**src/design/sfcp_pkg.sv**
```systemverilog
// package with widths, frame constants and crc-4 helpers for the sensor frame packer
`default_nettype none

package sfcp_pkg;

   localparam int SENSOR_ID_W   = 8;
   localparam int CHANNEL_W     = 2;
   localparam int TEMP_IN_W     = 11;
   localparam int HUMIDITY_W    = 7;
   localparam int FRAME_W       = 40;

   localparam int CRC_W         = 4;
   localparam int CRC_MSG_W     = 32;
   localparam logic [CRC_W-1:0] CRC_POLY = 4'h3;

   // temperature code: trunc((18*t + 12200) / 10)
   localparam int TEMP_NUM_W    = 16;
   localparam int TEMP_MAG_W    = 15;
   localparam int TEMP_CODE_W   = 12;
   localparam logic signed [TEMP_NUM_W-1:0] TEMP_OFFSET = 16'sd12200;
   // x / 10 == (x * 0xCCCD) >> 19 for every x below 81920
   localparam logic [15:0] DIV10_RECIP = 16'hCCCD;
   localparam int DIV10_SHIFT   = 19;

   // humidity digits: h / 10 == (h * 205) >> 11 for every 7-bit h
   localparam int DIGIT_W       = 4;
   localparam logic [7:0] HUM_RECIP = 8'd205;
   localparam int HUM_SHIFT     = 11;
   localparam logic [HUMIDITY_W-1:0] HUM_BASE = 7'd10;

   typedef struct packed {
      logic [SENSOR_ID_W-1:0]       sensor_id;
      logic [CHANNEL_W-1:0]         channel_sel;
      logic                         battery_good;
      logic signed [TEMP_IN_W-1:0]  temp_tenths_c;
      logic [HUMIDITY_W-1:0]        humidity_pct;
   } reading_type;

   // bitwise crc-4, msb first, init zero
   function automatic logic [CRC_W-1:0] crc4_word(input logic [CRC_MSG_W-1:0] msg);
      logic [CRC_W-1:0] crc;
      logic             fb;
      crc = '0;
      for (int i = CRC_MSG_W - 1; i >= 0; i--) begin
         fb  = crc[CRC_W-1] ^ msg[i];
         crc = {crc[CRC_W-2:0], 1'b0} ^ (fb ? CRC_POLY : '0);
      end
      return crc;
   endfunction

   // the crc is linear with zero init: each crc bit is the parity of a masked message
   function automatic logic [CRC_W-1:0][CRC_MSG_W-1:0] crc4_masks();
      logic [CRC_W-1:0][CRC_MSG_W-1:0] m;
      logic [CRC_W-1:0]                c;
      m = '0;
      for (int j = 0; j < CRC_MSG_W; j++) begin
         c = crc4_word(CRC_MSG_W'(1) << j);
         for (int i = 0; i < CRC_W; i++) begin
            m[i][j] = c[i];
         end
      end
      return m;
   endfunction

   localparam logic [CRC_W-1:0][CRC_MSG_W-1:0] CRC_MASKS = crc4_masks();

endpackage

`default_nettype wire

```
**src/design/sfcp_req_if.sv**
```systemverilog
// valid/ready channel carrying one sensor reading
`default_nettype none

interface sfcp_req_if
   import sfcp_pkg::*;
();
   logic                         valid;
   logic                         ready;
   logic [SENSOR_ID_W-1:0]       sensor_id;
   logic [CHANNEL_W-1:0]         channel_sel;
   logic                         battery_good;
   logic signed [TEMP_IN_W-1:0]  temp_tenths_c;
   logic [HUMIDITY_W-1:0]        humidity_pct;

   modport source (
      output valid, sensor_id, channel_sel, battery_good, temp_tenths_c, humidity_pct,
      input  ready
   );

   modport sink (
      input  valid, sensor_id, channel_sel, battery_good, temp_tenths_c, humidity_pct,
      output ready
   );
endinterface

`default_nettype wire

```
**src/design/sfcp_rsp_if.sv**
```systemverilog
// valid/ready channel carrying one packed 40-bit radio frame
`default_nettype none

interface sfcp_rsp_if
   import sfcp_pkg::*;
();
   logic               valid;
   logic               ready;
   logic [FRAME_W-1:0] frame_bits;

   modport source (
      output valid, frame_bits,
      input  ready
   );

   modport sink (
      input  valid, frame_bits,
      output ready
   );
endinterface

`default_nettype wire

```
**src/design/sensor_frame_crc4_packer.sv**
```systemverilog
// top level of the sensor frame packer: reading in, crc-4 protected 40-bit frame out
`default_nettype none

// one reading in, one 40-bit frame out. a reading is taken on every transfer on
// req_ch and lands in an input register; the frame is built from that register in
// one pass (fahrenheit conversion through a constant reciprocal multiply, bcd
// humidity split, crc-4 as a parity tree per crc bit) and captured in an output
// register that drives rsp_ch. the block takes one reading per cycle as long as rsp_ch
// does not stall, and each frame passes through the two register stages in order.
// when rsp_ch stalls, both stages fill and req_ch.ready drops; a stage frees as
// soon as the one ahead of it moves, so no bubble is lost. no state is kept
// between readings and reset only clears the stage valid flags.
module sensor_frame_crc4_packer
   import sfcp_pkg::*;
(
   input  wire logic  clock,
   input  wire logic  reset,
   sfcp_req_if.sink   req_ch,
   sfcp_rsp_if.source rsp_ch
);

   // input stage
   reading_type s1_ff, s1_in;
   logic        s1_valid_ff, s1_valid_in;

   // output stage
   logic [FRAME_W-1:0] frame_ff, frame_in;
   logic               s2_valid_ff, s2_valid_in;

   logic s1_load;
   logic s2_load;

   // frame build signals
   logic signed [TEMP_NUM_W-1:0]  t_ext;
   logic signed [TEMP_NUM_W-1:0]  t_num;
   logic                          t_neg;
   logic [TEMP_NUM_W-1:0]         t_abs;
   logic [TEMP_MAG_W-1:0]         t_mag;
   logic [TEMP_MAG_W+15:0]        t_prod;
   logic [TEMP_CODE_W-1:0]        t_qmag;
   logic [TEMP_CODE_W-1:0]        temp_code;

   logic [HUMIDITY_W+7:0]         h_prod;
   logic [DIGIT_W-1:0]            rh_tens;
   logic [HUMIDITY_W-1:0]         hum_rem;
   logic [DIGIT_W-1:0]            rh_units;

   logic                          low_batt;
   logic [CRC_MSG_W-1:0]          crc_msg;
   logic [CRC_W-1:0]              crc_raw;

   // handshake: the output stage frees when empty or when its frame is taken,
   // the input stage frees when empty or when it moves on
   assign s2_load      = !s2_valid_ff || rsp_ch.ready;
   assign s1_load      = !s1_valid_ff || s2_load;
   assign req_ch.ready = s1_load;

   always_comb begin
      s1_in       = s1_ff;
      s1_valid_in = s1_valid_ff;
      if (s1_load) begin
         s1_valid_in           = req_ch.valid;
         s1_in.sensor_id       = req_ch.sensor_id;
         s1_in.channel_sel     = req_ch.channel_sel;
         s1_in.battery_good    = req_ch.battery_good;
         s1_in.temp_tenths_c   = req_ch.temp_tenths_c;
         s1_in.humidity_pct    = req_ch.humidity_pct;
      end
   end

   // temperature: 18*t + 12200 as shift-add, then truncate toward zero by /10
   assign t_ext  = TEMP_NUM_W'(s1_ff.temp_tenths_c);
   assign t_num  = (t_ext <<< 4) + (t_ext <<< 1) + TEMP_OFFSET;
   assign t_neg  = t_num[TEMP_NUM_W-1];
   assign t_abs  = t_neg ? TEMP_NUM_W'(-t_num) : TEMP_NUM_W'(t_num);
   assign t_mag  = t_abs[TEMP_MAG_W-1:0];
   assign t_prod = t_mag * DIV10_RECIP;
   assign t_qmag = t_prod[DIV10_SHIFT +: TEMP_CODE_W];
   // negative quotients go out as their low 12 bits in two's complement
   assign temp_code = t_neg ? TEMP_CODE_W'(~t_qmag + 1'b1) : t_qmag;

   // humidity as two digits, the tens digit may exceed nine above 99 percent
   assign h_prod   = s1_ff.humidity_pct * HUM_RECIP;
   assign rh_tens  = h_prod[HUM_SHIFT +: DIGIT_W];
   assign hum_rem  = s1_ff.humidity_pct - HUMIDITY_W'(HUMIDITY_W'(rh_tens) * HUM_BASE);
   assign rh_units = hum_rem[DIGIT_W-1:0];

   assign low_batt = !s1_ff.battery_good;

   // crc message, taken from the frame with its crc nibble still zero:
   // id, then {frame[3:0], frame[27:24]}, then frame[23:16], then frame[15:8]
   assign crc_msg = {s1_ff.sensor_id,
                     2'b00, s1_ff.channel_sel, 1'b0, low_batt, 2'b00,
                     temp_code[TEMP_CODE_W-1:4],
                     temp_code[3:0], rh_tens};

   always_comb begin
      for (int i = 0; i < CRC_W; i++) begin
         crc_raw[i] = ^(crc_msg & CRC_MASKS[i]);
      end
   end

   always_comb begin
      frame_in    = frame_ff;
      s2_valid_in = s2_valid_ff;
      if (s2_load) begin
         s2_valid_in = s1_valid_ff;
         frame_in    = {s1_ff.sensor_id,
                        crc_raw ^ rh_units,
                        1'b0, low_batt, 2'b00,
                        temp_code,
                        rh_tens, rh_units,
                        2'b00, s1_ff.channel_sel};
      end
   end

   // payload registers, no reset needed
   always_ff @(posedge clock) begin
      s1_ff    <= s1_in;
      frame_ff <= frame_in;
   end

   // stage valid flags
   always_ff @(posedge clock) begin
      if (reset) begin
         s1_valid_ff <= 1'b0;
         s2_valid_ff <= 1'b0;
      end else begin
         s1_valid_ff <= s1_valid_in;
         s2_valid_ff <= s2_valid_in;
      end
   end

   assign rsp_ch.valid      = s2_valid_ff;
   assign rsp_ch.frame_bits = frame_ff;

endmodule

`default_nettype wire

```
**src/flat_wrapper.sv**
```systemverilog
// flat-port wrapper written by rule: the top's interface ports become plain ports
module sensor_frame_crc4_packer_flat import sfcp_pkg::*;
  (clock, reset, req_ch_valid, req_ch_sensor_id, req_ch_channel_sel, req_ch_battery_good, req_ch_temp_tenths_c, req_ch_humidity_pct, req_ch_ready, rsp_ch_valid, rsp_ch_frame_bits, rsp_ch_ready);
  sfcp_req_if req_ch_i ();
  sfcp_rsp_if rsp_ch_i ();
  input  wire logic clock;
  input  wire logic reset;
  input wire logic [$bits(req_ch_i.valid)-1:0] req_ch_valid;
  input wire logic [$bits(req_ch_i.sensor_id)-1:0] req_ch_sensor_id;
  input wire logic [$bits(req_ch_i.channel_sel)-1:0] req_ch_channel_sel;
  input wire logic [$bits(req_ch_i.battery_good)-1:0] req_ch_battery_good;
  input wire logic [$bits(req_ch_i.temp_tenths_c)-1:0] req_ch_temp_tenths_c;
  input wire logic [$bits(req_ch_i.humidity_pct)-1:0] req_ch_humidity_pct;
  output wire logic [$bits(req_ch_i.ready)-1:0] req_ch_ready;
  output wire logic [$bits(rsp_ch_i.valid)-1:0] rsp_ch_valid;
  output wire logic [$bits(rsp_ch_i.frame_bits)-1:0] rsp_ch_frame_bits;
  input wire logic [$bits(rsp_ch_i.ready)-1:0] rsp_ch_ready;
  assign req_ch_i.valid = req_ch_valid;
  assign req_ch_i.sensor_id = req_ch_sensor_id;
  assign req_ch_i.channel_sel = req_ch_channel_sel;
  assign req_ch_i.battery_good = req_ch_battery_good;
  assign req_ch_i.temp_tenths_c = req_ch_temp_tenths_c;
  assign req_ch_i.humidity_pct = req_ch_humidity_pct;
  assign req_ch_ready = req_ch_i.ready;
  assign rsp_ch_valid = rsp_ch_i.valid;
  assign rsp_ch_frame_bits = rsp_ch_i.frame_bits;
  assign rsp_ch_i.ready = rsp_ch_ready;
  sensor_frame_crc4_packer u_core (.clock(clock), .reset(reset), .req_ch(req_ch_i), .rsp_ch(rsp_ch_i));
endmodule
```
**config.mk**
```make
export PLATFORM = sky130hd
export DESIGN_NAME = sensor_frame_crc4_packer_flat
export DESIGN_NICKNAME = d
export VERILOG_FILES = /design/src/design/sfcp_pkg.sv /design/src/design/sfcp_req_if.sv /design/src/design/sfcp_rsp_if.sv /design/src/design/sensor_frame_crc4_packer.sv /design/src/flat_wrapper.sv
export SDC_FILE = /design/constraint.sdc
export NUM_CORES = 1
export LEC_CHECK = 0
export ABC_CLOCK_PERIOD_IN_PS = 12350
export BUFFER_PORTS_ARGS = -buffer_cell sky130_fd_sc_hd__buf_2
export CORE_MARGIN = 3
export CORE_UTILIZATION = 55
export CTS_CLUSTER_DIAMETER = 30
export DETAILED_ROUTE_END_ITERATION = 6
export GPL_TIMING_DRIVEN = 1
export PLACE_DENSITY_LB_ADDON = 0.2
export SKIP_LAST_GASP = 1
export SLEW_MARGIN = 20
export SYNTH_ARGS = -nofsm -noshare
export SYNTH_HDL_FRONTEND = slang
export SYNTH_SLANG_ARGS = --single-unit
export TNS_END_PERCENT = 1
```
**constraint.sdc**
```tcl
create_clock -name clock -period 12.35 [get_ports clock]
set_input_delay 1.8525 -clock clock [delete_from_list [all_inputs] [get_ports clock]]
set_output_delay 1.8525 -clock clock [all_outputs]
set_load 0.005 [all_outputs]
```
==> results by group <==
Status
  – Status: complete, no violations

Yosys
  – Post-synth EDFFs: 64
  – Ys async rst share: 0%
  – Area leader, netlist: ha_1
  – Synth top area cells: ha_1 (25%), edfxtp_1 (23%), fa_1 (15%)
  – Synth Register Bits: 66
  – Synth top area share: about 25%
  – Cells after Synth: a little under 800
  – Ys Warns: 0
  – Seq/Total Area, Yosys: a little under a quarter
  – Main flop type after synthesis: edfxtp_1
  – Synthesized area per cell: 10.55 um^2
  – Syn Std Cell Area: 8258 um^2
  – Count of cell types in the netlist: 73

Clock tree
  – Maximum clock insertion buffer count: 2
  – Clock latency on the worst-skew pair: approximately 0.34 ns
  – CTS root buffer: clkbuf_16
  – H-tree levels: 3
  – Postcts setup bufs: 0
  – CTS tree: built
  – Post-cts hold buffer count: 0
  – CTS sink count: 66
  – CTS Buf Count: 9
  – Clock transition at path regs: approximately 0.06 ns
  – Post-CTS sizing: 0

Critical path
  – Arr. time, crit path: about 10 ns
  – Worst r2r dst: u_core.rsp_ch.frame_bits[29]
  – Crit Path Category: reg -> reg
  – Reg2Reg Setup Slack: 2.26 ns
  – Critical path's slowest cell: xnor2_1
  – Cell mode on critical path: inv_1
  – RR Startpoint: u_core.s1_ff[8]
  – Critical Path Max Stage Delay: 0.59 ns
  – CP Capture Type: flop
  – Critical path launch point type: flop
  – Reg2Reg Depth: 35
  – Largest fanout on the critical path: 12
  – Critical path required time: 12.44 ns

Final layout
  – Diodes inserted: 0
  – Nets: 1,118
  – Area grow syn2layout: 11.02%
  – Fillers: around 1,200
  – Layout cells sized above 1: ~13%
  – Register area: between 1500 and 2000 um^2
  – Area taken by multi-input logic gates: around 5600 um^2
  – Fin cells: 1,047

Min path
  – Hold Path Origin: u_core.crc_msg[20]
  – Hold Path Class: reg -> reg
  – Hold depth: 0
  – Worst hold endpoint: u_core.rsp_ch.frame_bits[0]

Flow run
  – Maxcap violations: 0

Detailed routing
  – Total Wirelength: between 15 and 20 mm
  – Wire length per cell: roughly 17 um
  – Via density per instance: about 5.5
  – Antenna violation net count after detailed routing: 0
  – DRC violations left: 0
  – DRT iter0 DRCs: 292
  – Pre-Repair DR Iteration Count: 5
  – Vias: between 5,000 and 6,000

GRT
  – Global-route wire length before repair: 29.17 mm
  – GRT Residual Overflow: 0
  – Largest net degree at the start of global routing: 36
  – GRT Util Overall: between 20% and 30%
  – Initial antenna violation count: 0
  – Vias in the first global route: just over 6,000

STA
  – Slew headroom: around 52%
  – Period minus WS final: ~10 ns
  – Hold WS: 0.4694 ns
  – Worst Tran Pin Value: 0.7233 ns
  – Achievable Freq: 99.09 MHz
  – Final Hold Viols: 0
  – Setup TNS: 0 ns
  – RSZ-0062 raised after global routing: false
  – Worst setup margin: about 2.3 ns
  – Skew final: roughly 0.0067 ns
  – Post-route clock period utilization: slightly above 80%
  – Final setup fails: 0
  – Slew Limit Fails: 0

Floorplanning
  – Initial Util: between 50% and 60%
  – # IOs: between 70 and 80
  – Die height: approximately 130 um
  – Die area: 16,520 um^2
  – Die width: 128.5 um
  – Core Box Area: 14,590 um^2
  – Row cnt: between 40 and 50

Place
  – # placed instances: ~1,000
  – PortBufs: 69
  – Dpl ws: about 2.3 ns
  – GP Congestion: a little over 0.9
  – HPWL after detailed placement: approximately 15 mm
## synth_stat cells (all sizes together), types with 4 or more instances
master	count
clkbuf	4
or3	5
and2	4
xor2	29
fa	62
or2	4
ha	165
nor3	9
a31oi	10
edfxtp	64
o21ai	18
nand3	9
xnor2	52
inv	165
nand2	23
a211oi	7
o21a	9
o22ai	4
buf	7
o211ai	5
and3	5
nor2	27
nor4	5
xnor3	5
o31ai	6
a21o	4
a21oi	27
## registers in the layout, summed over array words and instances, names as in the netlist
register and flops:
u_core.crc_msg 10, u_core.rsp_ch.frame_bits 35, u_core.rsp_ch.valid 1, u_core.s1_ff 19, u_core.s1_valid_ff 1
## cells in the final DEF (no fill, tap or decap), types with 3 or more instances in the layout
cell type  instances
a211oi_1           6
a21o_1             4
a21oi_1           25
a31oi_1           10
and2_1             4
and3_1             5
buf_2             69
bufinv_16          4
clkbuf_16          9
conb_1             5
edfxtp_1          64
fa_1              62
ha_1             165
inv_1            165
nand2_1           23
nand2b_1           3
nand3_1            9
nand4_1            3
nor2_1            25
nor2b_1            3
nor3_1             9
nor4_1             4
o211ai_1           5
o21a_1             9
o21ai_0           14
o21ai_1            4
o21bai_1           3
o22ai_1            4
o31ai_1            5
or2_2              3
or3_1              5
xnor2_1           47
xnor2_2            5
xnor3_1            5
xor2_1            28
## cells by family after synthesis
| group | Yosys count | share of synthesized area (%) |
|---|---|---|
| adder cells (fa/ha/maj) | 227 | 40.03 |
| buffers and inverters | 176 | 8.257 |
| AO/OA/AOI/OAI | 118 | 10.36 |
| AND/OR/NAND/NOR | 107 | 6.803 |
| XOR/XNOR | 86 | 10.50 |
| flip-flops | 66 | 23.76 |
| multiplexers | 2 | 0.2424 |
| other | 1 | 0.04541 |
## stage by stage
| stage | utilization [%] | area, um^2 |
|---|---|---|
| global route | 62.84 | 9168 |
| detailed placement | 60.33 | 8801 |
| floorplan | - | 8273 |
| global placement | 60.33 | 8801 |
| CTS | 62.84 | 9168 |
| finish | 62.84 | 9168 |
## metal layers
layer  vias to the layer above  wire, um  GRT usage, %  part of all wire, %
li1                       2823         -             -                    -
met3                        21       496         3.030                  2.8
met4                         0       254         5.991                  1.4
met1                      2821      8218         30.23                   47
met5                         -         0             0                    0
met2                       120      8648         38.09                   49
## worst max-delay path: cells and delay by family (launching register included)
| family | cells | cell delay [ns] |
|---|---|---|
| AOI/OAI and AO/OA | 8 | 2.20 |
| xor gates and xnor gates | 7 | 2.25 |
| adders and majority gates | 10 | 3.79 |
| buffers and inverters | 7 | 0.57 |
| DFF | 1 | 0.38 |
| and+or+nand+nor | 3 | 0.67 |
## cell type report
class	instances	share of cell area (%)
clock buffer	9	2.457
clock inverter	7	1.542
inverter	165	6.756
multi-input combinational	545	61.40
sequential	66	21.40
tap	184	2.511
timing repair buffer	71	3.931
## worst max-delay path by stage
stage / from / end / slack [ns]
detailed placement: u_core.s1_ff[8] / u_core.rsp_ch.frame_bits[29] / 2.28
floorplan: u_core.s1_ff[9] / u_core.rsp_ch.frame_bits[28] / 3.30
finish: u_core.s1_ff[8] / u_core.rsp_ch.frame_bits[29] / 2.26
global placement: u_core.s1_ff[9] / u_core.rsp_ch.frame_bits[29] / 2.39
CTS: u_core.s1_ff[8] / u_core.rsp_ch.frame_bits[29] / 2.24
global route: u_core.s1_ff[8] / u_core.rsp_ch.frame_bits[29] / 1.60
Power is not shown: default switching activity piles up to over one toggle a cycle in this logic, so the estimate is an artifact.
